==> src/spwm_pkg.sv <==
// Package for the shared-period multichannel PWM unit.
// Holds widths, request codes and the command struct passed to the channel bank.
// Depends on nothing.
package spwm_pkg;

  localparam int CHANNELS    = 15;
  localparam int COUNT_WIDTH = 32;

  localparam int REQ_W   = 3;
  localparam int CHAN_W  = 4;
  localparam int VALUE_W = 32;
  localparam int PWM_W   = 15;
  localparam int NOW_W   = 32;

  typedef logic [COUNT_WIDTH-1:0] count_t;

  typedef enum logic [REQ_W-1:0] {
    REQ_TICK   = 3'd0,
    REQ_PERIOD = 3'd1,
    REQ_DUTY   = 3'd2,
    REQ_CTRL   = 3'd3,
    REQ_RUN    = 3'd4
  } req_t;

  typedef struct packed {
    logic              tick;
    logic              per_hit;
    logic              duty_we;
    logic              ctrl_we;
    logic [CHAN_W-1:0] chan;
    logic              enable;
    logic              polarity;
    count_t            count;
    count_t            value;
  } chan_cmd_t;

endpackage

==> src/spwm_chan_bank.sv <==
// Channel bank of the shared-period PWM unit: duty compares, enable and polarity bits
// and output levels, one set per channel. Depends on spwm_pkg.
module spwm_chan_bank (
  input  logic                                  clk,
  input  logic                                  rst_n,
  input  spwm_pkg::chan_cmd_t                   cmd,
  output logic [spwm_pkg::CHANNELS-1:0]         level_nxt
);
  import spwm_pkg::*;

  count_t              duty_r   [CHANNELS];
  logic [CHANNELS-1:0] enable_r;
  logic [CHANNELS-1:0] invert_r;
  logic [CHANNELS-1:0] level_r;

  for (genvar g = 0; g < CHANNELS; g++) begin : g_chan
    logic sel;

    assign sel = (cmd.chan == CHAN_W'(g));

    always_comb begin
      level_nxt[g] = level_r[g];
      if (cmd.tick && enable_r[g]) begin
        if (cmd.per_hit) begin
          level_nxt[g] = ~invert_r[g];
        end else if (cmd.count == duty_r[g]) begin
          level_nxt[g] = invert_r[g];
        end
      end
    end

    always_ff @(posedge clk) begin
      if (!rst_n) begin
        duty_r[g]   <= '0;
        enable_r[g] <= 1'b0;
        invert_r[g] <= 1'b0;
        level_r[g]  <= 1'b0;
      end else begin
        level_r[g] <= level_nxt[g];
        if (cmd.duty_we && sel) begin
          duty_r[g] <= cmd.value;
        end
        if (cmd.ctrl_we && sel) begin
          enable_r[g] <= cmd.enable;
          invert_r[g] <= cmd.polarity;
        end
      end
    end
  end

endmodule

==> src/shared_period_multichannel_pwm_unit.sv <==
// Top level of the shared-period multichannel PWM unit: input register, counter,
// period compare and result register. Depends on spwm_pkg and spwm_chan_bank.
//
//   channel | direction | handshake         | word
//   in_     | input     | in_valid/in_stall | request: type, channel, value, enable, polarity
//   out_    | output    | out_valid/out_stall | levels, counter value, period hit
//
// Every word is held in the input register, while the counter, period compare
// and all channel compares settle together in front of the result register.
// One word is accepted per cycle while no stalled result blocks the input register.
// Synchronous reset clears the counter, channels and run flag and sets the period to maximum.
// The input register keeps accepting while a result waits, until both stages are full.
module shared_period_multichannel_pwm_unit (
  input  logic                           clk,
  input  logic                           rst_n,
  input  logic                           in_valid,
  output logic                           in_stall,
  input  logic [spwm_pkg::REQ_W-1:0]     in_req_type,
  input  logic [spwm_pkg::CHAN_W-1:0]    in_channel,
  input  logic [spwm_pkg::VALUE_W-1:0]   in_value,
  input  logic                           in_enable,
  input  logic                           in_polarity,
  output logic                           out_valid,
  input  logic                           out_stall,
  output logic [spwm_pkg::PWM_W-1:0]     out_pwm_out,
  output logic [spwm_pkg::NOW_W-1:0]     out_count_now,
  output logic                           out_period_hit
);
  import spwm_pkg::*;

  logic              in_v_r;
  logic [REQ_W-1:0]  req_r;
  logic [CHAN_W-1:0] chan_r;
  count_t            value_r;
  logic              en_r;
  logic              pol_r;

  count_t count_r;
  count_t count_nxt;
  count_t limit_r;
  logic   running_r;

  logic                out_v_r;
  logic [PWM_W-1:0]    pwm_r;
  logic [NOW_W-1:0]    now_r;
  logic                hit_r;

  logic                proc;
  logic                is_tick;
  logic                per;
  chan_cmd_t           cmd;
  logic [CHANNELS-1:0] level_nxt;

  assign proc     = in_v_r && (!out_v_r || !out_stall);
  assign in_stall = in_v_r && !proc;

  assign per     = (count_r == limit_r);
  assign is_tick = proc && (req_r == REQ_TICK) && running_r;

  always_comb begin
    count_nxt = count_r;
    if (is_tick) begin
      count_nxt = per ? '0 : count_r + 1'b1;
    end
  end

  always_comb begin
    cmd.tick     = is_tick;
    cmd.per_hit  = per;
    cmd.duty_we  = proc && (req_r == REQ_DUTY);
    cmd.ctrl_we  = proc && (req_r == REQ_CTRL);
    cmd.chan     = chan_r;
    cmd.enable   = en_r;
    cmd.polarity = pol_r;
    cmd.count    = count_r;
    cmd.value    = value_r;
  end

  spwm_chan_bank u_bank (
    .clk       (clk),
    .rst_n     (rst_n),
    .cmd       (cmd),
    .level_nxt (level_nxt)
  );

  always_ff @(posedge clk) begin
    if (!rst_n) begin
      in_v_r <= 1'b0;
    end else if (!in_stall) begin
      in_v_r <= in_valid;
    end
  end

  always_ff @(posedge clk) begin
    if (in_valid && !in_stall) begin
      req_r   <= in_req_type;
      chan_r  <= in_channel;
      value_r <= in_value[COUNT_WIDTH-1:0];
      en_r    <= in_enable;
      pol_r   <= in_polarity;
    end
  end

  always_ff @(posedge clk) begin
    if (!rst_n) begin
      count_r   <= '0;
      limit_r   <= '1;
      running_r <= 1'b0;
    end else begin
      count_r <= count_nxt;
      if (proc) begin
        case (req_r)
          REQ_PERIOD: limit_r   <= (value_r == '0) ? '0 : value_r - 1'b1;
          REQ_RUN:    running_r <= en_r;
          default:    ;
        endcase
      end
    end
  end

  always_ff @(posedge clk) begin
    if (!rst_n) begin
      out_v_r <= 1'b0;
    end else if (proc) begin
      out_v_r <= 1'b1;
    end else if (!out_stall) begin
      out_v_r <= 1'b0;
    end
  end

  always_ff @(posedge clk) begin
    if (proc) begin
      pwm_r <= PWM_W'(level_nxt);
      now_r <= NOW_W'(count_nxt);
      hit_r <= is_tick && per;
    end
  end

  assign out_valid      = out_v_r;
  assign out_pwm_out    = pwm_r;
  assign out_count_now  = now_r;
  assign out_period_hit = hit_r;

endmodule

==> config.mk <==
export PLATFORM = sky130hd
export DESIGN_NAME = shared_period_multichannel_pwm_unit
export DESIGN_NICKNAME = d
export VERILOG_FILES = /design/src/spwm_pkg.sv /design/src/spwm_chan_bank.sv /design/src/shared_period_multichannel_pwm_unit.sv
export SDC_FILE = /design/constraint.sdc
export NUM_CORES = 1
export LEC_CHECK = 0
export ABC_AREA = 1
export BUFFER_PORTS_ARGS = -buffer_cell sky130_fd_sc_hd__buf_2
export CAP_MARGIN = 20
export CELL_PAD_IN_SITES_DETAIL_PLACEMENT = 0
export CELL_PAD_IN_SITES_GLOBAL_PLACEMENT = 2
export CORE_MARGIN = 2
export CORE_UTILIZATION = 36
export CTS_CLUSTER_SIZE = 14
export DETAILED_ROUTE_END_ITERATION = 10
export GPL_ROUTABILITY_DRIVEN = 0
export PLACE_DENSITY_LB_ADDON = 0.05
export SYNTH_ARGS = -nofsm -noshare
export SYNTH_HDL_FRONTEND = slang
export SYNTH_SLANG_ARGS = --single-unit
==> constraint.sdc <==
create_clock -name clk -period 2.35 [get_ports clk]
set_clock_uncertainty 0.05 [all_clocks]
set_input_delay 0.235 -clock clk [delete_from_list [all_inputs] [get_ports clk]]
set_output_delay 0.235 -clock clk [all_outputs]
set_load 0.02 [all_outputs]
---- After elaboration in Yosys (flattened, before gate mapping) ----
Memory sizes are Yosys's and may differ from the RTL's.
Cells that the tools add are included.
word-level totals
  bits in writable memories ............... 480
  memories kept ........................... 1
  logic and storage cells ................. 300
  output and inout bits ................... 50
  bits in registers ....................... 201
  input bits .............................. 45
memory list
  name           depth  bits a word  rd ports  clocked after memory_dff  write ports  RTL line              RTL
  u_bank.duty_r  15     32           15        0                         15           spwm_chan_bank.sv:11  count_t duty_r [CHANNELS];
operators by class
  equality and inequality tests ........... 35
  bitwise operators ....................... 30
  add/subtract/negate cells ............... 2
  muxes and demuxes ....................... 111
  reduce and logical (&&, ||, !) cells .... 63
operators with widths
  cell                                                    number
  2-to-1 mux 32 bit                                       18
  equality test 32 bit                                    16
  2-to-1 mux 1 bit                                        93
  logical AND 1 bit                                       53
  adder 32 x 1 -> 32 bit (second input constant)          1
  zero test 32 bit                                        1
  subtractor 32 x 1 -> 32 bit (second input constant)     1
  equality test 4 bit (second input constant)             7
  equality test 4 x 3 -> 1 bit (second input constant)    4
  inverter 1 bit                                          15
  bitwise OR 1 bit                                        15
  equality test 4 x 2 -> 1 bit (second input constant)    2
  equality test 3 x 2 -> 1 bit (second input constant)    2
  equality test 4 x 1 -> 1 bit (second input constant)    1
  zero test 1 bit                                         4
  zero test 4 bit                                         1
  AND reduction 2 bit                                     2
  equality test 3 x 1 -> 1 bit (second input constant)    1
  equality test 3 bit (second input constant)             1
  zero test 3 bit                                         1
  inequality test 2 x 1 -> 1 bit (second input constant)  1
  logical OR 1 bit                                        1

---- Longest topological paths before layout ----
  depth in word-level cells ............... 9
  depth in mapped cells ................... 14
  depth with buffers taken out ............ 13

---- Hierarchy ----
From an unflattened synthesis, not the netlist that was laid out.
unflattened totals
  cells, all modules ...................... 4,363
  area total of the unflattened synthesis .. 36,719.0 um2
modules (own cells, without submodules)
  module                               instances  area each (um2)  cells an instance  sequential area each (um2)
  spwm_chan_bank                       1          29,255.6         3,457              15,314.7
  shared_period_multichannel_pwm_unit  1          7,463.4          906                4,013.8

---- Least setup slack after synthesis ----
OpenSTA, ideal clock, no wires.
  path type ............................... reg-to-reg
  from .................................... reg out_v_r (netlist: out_valid)
  to ...................................... mem u_bank.duty_r[0][0] (netlist bit), enable pin
  cell stages (with the launch flop) ...... 8
  arrival ................................. 1.972 ns
  path slack .............................. -0.061 ns
  period minus slack after synthesis ...... 2.411 ns
  library setup time ...................... 0.389 ns
  required time ........................... 1.911 ns
  buffers on the path ..................... 2
  cells stage by stage .................... dfxtp_1 > nand2_1 > nand2_2 > nor4_2 > buf_2 > buf_2 > nand2_1 > nand2_1
RTL lines
  item                    RTL line                                    RTL
  start, declared         shared_period_multichannel_pwm_unit.sv:43   logic out_v_r;
  start signal, assigned  shared_period_multichannel_pwm_unit.sv:123  out_v_r <= 1'b0;
  start signal, assigned  shared_period_multichannel_pwm_unit.sv:125  out_v_r <= 1'b1;
  start signal, assigned  shared_period_multichannel_pwm_unit.sv:127  out_v_r <= 1'b0;
  end, declared           spwm_chan_bank.sv:11

---- Worst setup path after layout ----
  from .................................... reg value_r[1]
  to ...................................... reg limit_r[20]
between the ends
  word-level cells in the longest chain between the ends .. 2
  elaborated cells on any way between the ends .. 3
  those cells by class .................... 1 x add/sub; 1 x mux; 1 x reduce/logical
ends and longest elaborated chain
  item                                                             RTL line                                    RTL
  start, declared                                                  shared_period_multichannel_pwm_unit.sv:34   count_t value_r;
  start signal, assigned                                           shared_period_multichannel_pwm_unit.sv:98   value_r <= in_value[COUNT_WIDTH-1:0];
  subtractor 32 x 1 -> 32 bit or zero test 32 bit (tied branches)  shared_period_multichannel_pwm_unit.sv:113  REQ_PERIOD: limit_r <= (value_r == '0) ? '0 : value_r - 1'b1;
  2-to-1 mux 32 bit (*)                                            shared_period_multichannel_pwm_unit.sv:113
  end signal, assigned                                             shared_period_multichannel_pwm_unit.sv:113
  end, declared                                                    shared_period_multichannel_pwm_unit.sv:40   count_t limit_r;
Every way passes the cells marked *; elsewhere a longest branch is shown, timed or not.
A chain may end at the register's enable or synchronous reset.

==> impl_metrics.py <==
metrics = {
    "status": {
        "outcome": "completed",
    },
    "timing": {
        "timing_hold_violations_final": 0,
        "worst_pin_slew_ns": 0.7370,
        "slew_headroom": 0.5087,
        "hold_slack_ns": 0.2432,
        "min_period_over_period": 0.9877,
        "fmax_mhz": 430.8,
        "setup_viol": 0,
        "min_period_ns": 2.321,
        "rsz0062_at_grt": "true",
        "slew_violations": 0,
    },
    "final_layout": {
        "fin_nets": 4165,
        "most-common-layout-cells": "nand2_1, nor2_1, edfxtp_1, xnor2_1, inv_1",
        "final_common_cell": "nand2_1",
        "drive_gt1_frac": 0.1620,
        "final_util": 0.4436,
        "stdcell_count": 5439,
        "fill_cells": 9112,
        "syn_to_final_growth_pct": 21.94,
        "diodes": 0,
    },
    "synth": {
        "synthFlopType": "edfxtp_1",
        "ys_seq_area_frac": 0.5684,
        "netlist_area_um2": 34010,
        "synth_area_per_cell_um2": 9.035,
        "ys_ff_latch": 681,
        "synth_cell_types": 44,
        "syn_nets": 3811,
        "synthCells": 3764,
        "yosys_warnings": 0,
        "synthArstFlopShare": 0,
        "synth_edf_count": 569,
    },
    "clocking": {
        "tritoncts": "done",
        "worstSkewPairLatency_ns": 0.65,
        "cts_max_level": 3,
        "path_clk_slew_ns": 0.06,
        "cts_made_buffers": 83,
        "clock_sinks": 681,
        "clockBufferDepth": 3,
        "root_buffer": "clkbuf_16",
    },
    "setup_path": {
        "crit_slowest_cell": "nor3_1",
        "worstSetupEndpointType": "flop",
        "max_stage_delay_ns": 0.41,
        "cp.required_ns": 2.87,
        "path_buf_inv": 1,
        "cpMostUsedCell": "nand2_1",
        "timing.reg2reg.setup_slack_ns": 0.03,
        "crit_family": "simple AND/OR/NAND/NOR gates",
        "arrival_ns": 2.84,
        "worstPathMaxFanout": 6,
        "cp-start-kind": "flop",
        "critical_path_class": "reg2reg",
        "crit_chain": "clkinv_1 -> ha_1 -> nand2_1 -> nor2_4 -> nand2_1 -> nor3_1 -> nand3_1 -> xor2_1 -> o21ai_0",
    },
    "global_route": {
        "grt_pass1_vias": 25590,
        "gr-total-overflow": 0,
        "grt_util_all_layers": 0.2687,
        "grt_pass1_wl_mm": 185.9,
        "grt_start_max_net_pins": 58,
        "antenna_found_initial": 2,
    },
    "pwr": {
        "combinationalPowerShare": 0.060,
        "seq_power_share": 0.484,
        "internal_power_mw": 21.51,
        "p_per_area_nw_per_um2": 680.0,
        "power.switching_mw": 6.694,
        "clock_power_share": 0.455,
        "power_leakage_nw": 17.21,
        "worst_ir_drop_vdd_mv": 0.5814,
        "swShare": 0.2374,
    },
    "die": {
        "core.rowCount": 112,
        "die_y_um": 311.3,
        "num_io_pins": 95,
        "start_util": 0.3638,
        "dieArea_um2": 96940,
        "chipWidth_um": 311.3,
        "core_area_um2": 93470,
    },
    "min_path": {
        "min_path_type": "in2reg",
    },
    "route": {
        "ant_nets": 0,
        "drtIter0Drc": 2647,
        "first_pass_iters": 6,
        "drt-total-wl_mm": 131.5,
        "vias": 26670,
        "drc": 0,
        "vias_per_cell": 4.903,
        "routedWlPerCell_um": 24.19,
    },
    "run": {
        "maxCapViolations": 0,
    },
    "placement": {
        "dp.cells": 5238,
        "hpwl_mm": 92.90,
        "port_buffers": 94,
    },
}
timing repair:
item / CTS / global route
buffers inserted: 0 / 3
setup endpoints to repair: 11 / 38
gates resized for setup: 10 / 48
hold endpoints to repair: 50 / 0
hold buffers: 46 / 0
pin swaps: 0 / 0
final timing paths:
check | startpoint | to | depth (start not counted)
setup / recovery | value_r[1] | limit_r[20] | 9
hold / removal | in_value[18] | value_r[18] | 2
setup reg to reg | value_r[1] | limit_r[20] | 9
hold reg to reg | running_r | running_r | 2
cells in the mapped netlist (41+ instances only):
cell | number | area share
xnor2_1 | 329 | 0.085
inv_1 | 305 | 0.034
dfxtp_1 | 112 | 0.066
o21ai_0 | 79 | 0.012
buf_4 | 41 | 0.0091
nor2_1 | 764 | 0.084
buf_2 | 63 | 0.0093
edfxtp_1 | 569 | 0.50
nand2_1 | 1041 | 0.11
clkbuf_1 | 59 | 0.0065
a21oi_1 | 85 | 0.013
nand3_1 | 103 | 0.015
flip-flops by register name, summed over array words and instances (netlist names), 3 cells and up:
register	cells
out_count_now	32
limit_r	32
count_r	32
out_pwm_out	15
u_bank.invert_r	15
chan_r	4
value_r	32
u_bank.duty_r	480
u_bank.enable_r	15
u_bank.level_r	15
req_r	3
cells by family (layout without fill, tap and decap cells):
kind of cell	Yosys count	after routing	synth area share
flops	681	681	0.5684
compound gates	181	181	0.02778
simple gates	2017	2017	0.2406
fa+ha+maj	2	2	0.0007357
buf+inv	525	946	0.07031
xor+xnor	358	358	0.09220
layout make-up:
cell class	count	area [um^2]	share of cell area
Timing Repair Buffer	459	4093	0.09870
Tap cell	1254	1569	0.03784
Inverter	335	1275	0.03075
Multi-Input combinational cell	2558	12530	0.3021
Sequential cell	681	19340	0.4665
Clock inverter	38	384.1	0.009263
Clock buffer	114	2275	0.05485
routing by layer:
layer  GRT usage  part of all wire  vias up
met5           0                 0        -
met4     0.08081             0.028        0
met3     0.03261             0.062      134
met2      0.4286              0.45      870
met1      0.3820              0.45    13070
li1            -                 -    12600
power by group through the flow:
| stage | Combinational [mW] | Clock, mW | Sequential, mW |
|---|---|---|---|
| finish | 1.69 | 12.8 | 13.7 |
| floorplan | 0.773 | 0 | 13.9 |
| global placement | 1.62 | 0 | 13.9 |
| detailed placement | 1.63 | 0 | 13.9 |
| CTS | 1.69 | 13.1 | 13.7 |
| global route | 1.82 | 13.5 | 13.7 |
through the flow:
step                setup slack (ns)  TNS (ns)  power (mW)  instance area [um^2]
global route                -0.06012   -0.1730       29.04                 41470
global placement             -0.1720   -0.3828       15.52                 38130
floorplan                     0.1312         0       14.65                 34030
detailed placement           -0.1708   -0.4397       15.54                 38130
CTS                         0.001055         0       28.44                 41280
finish                       0.02894         0       28.20                 41470
(Power assumes the default switching activity.)
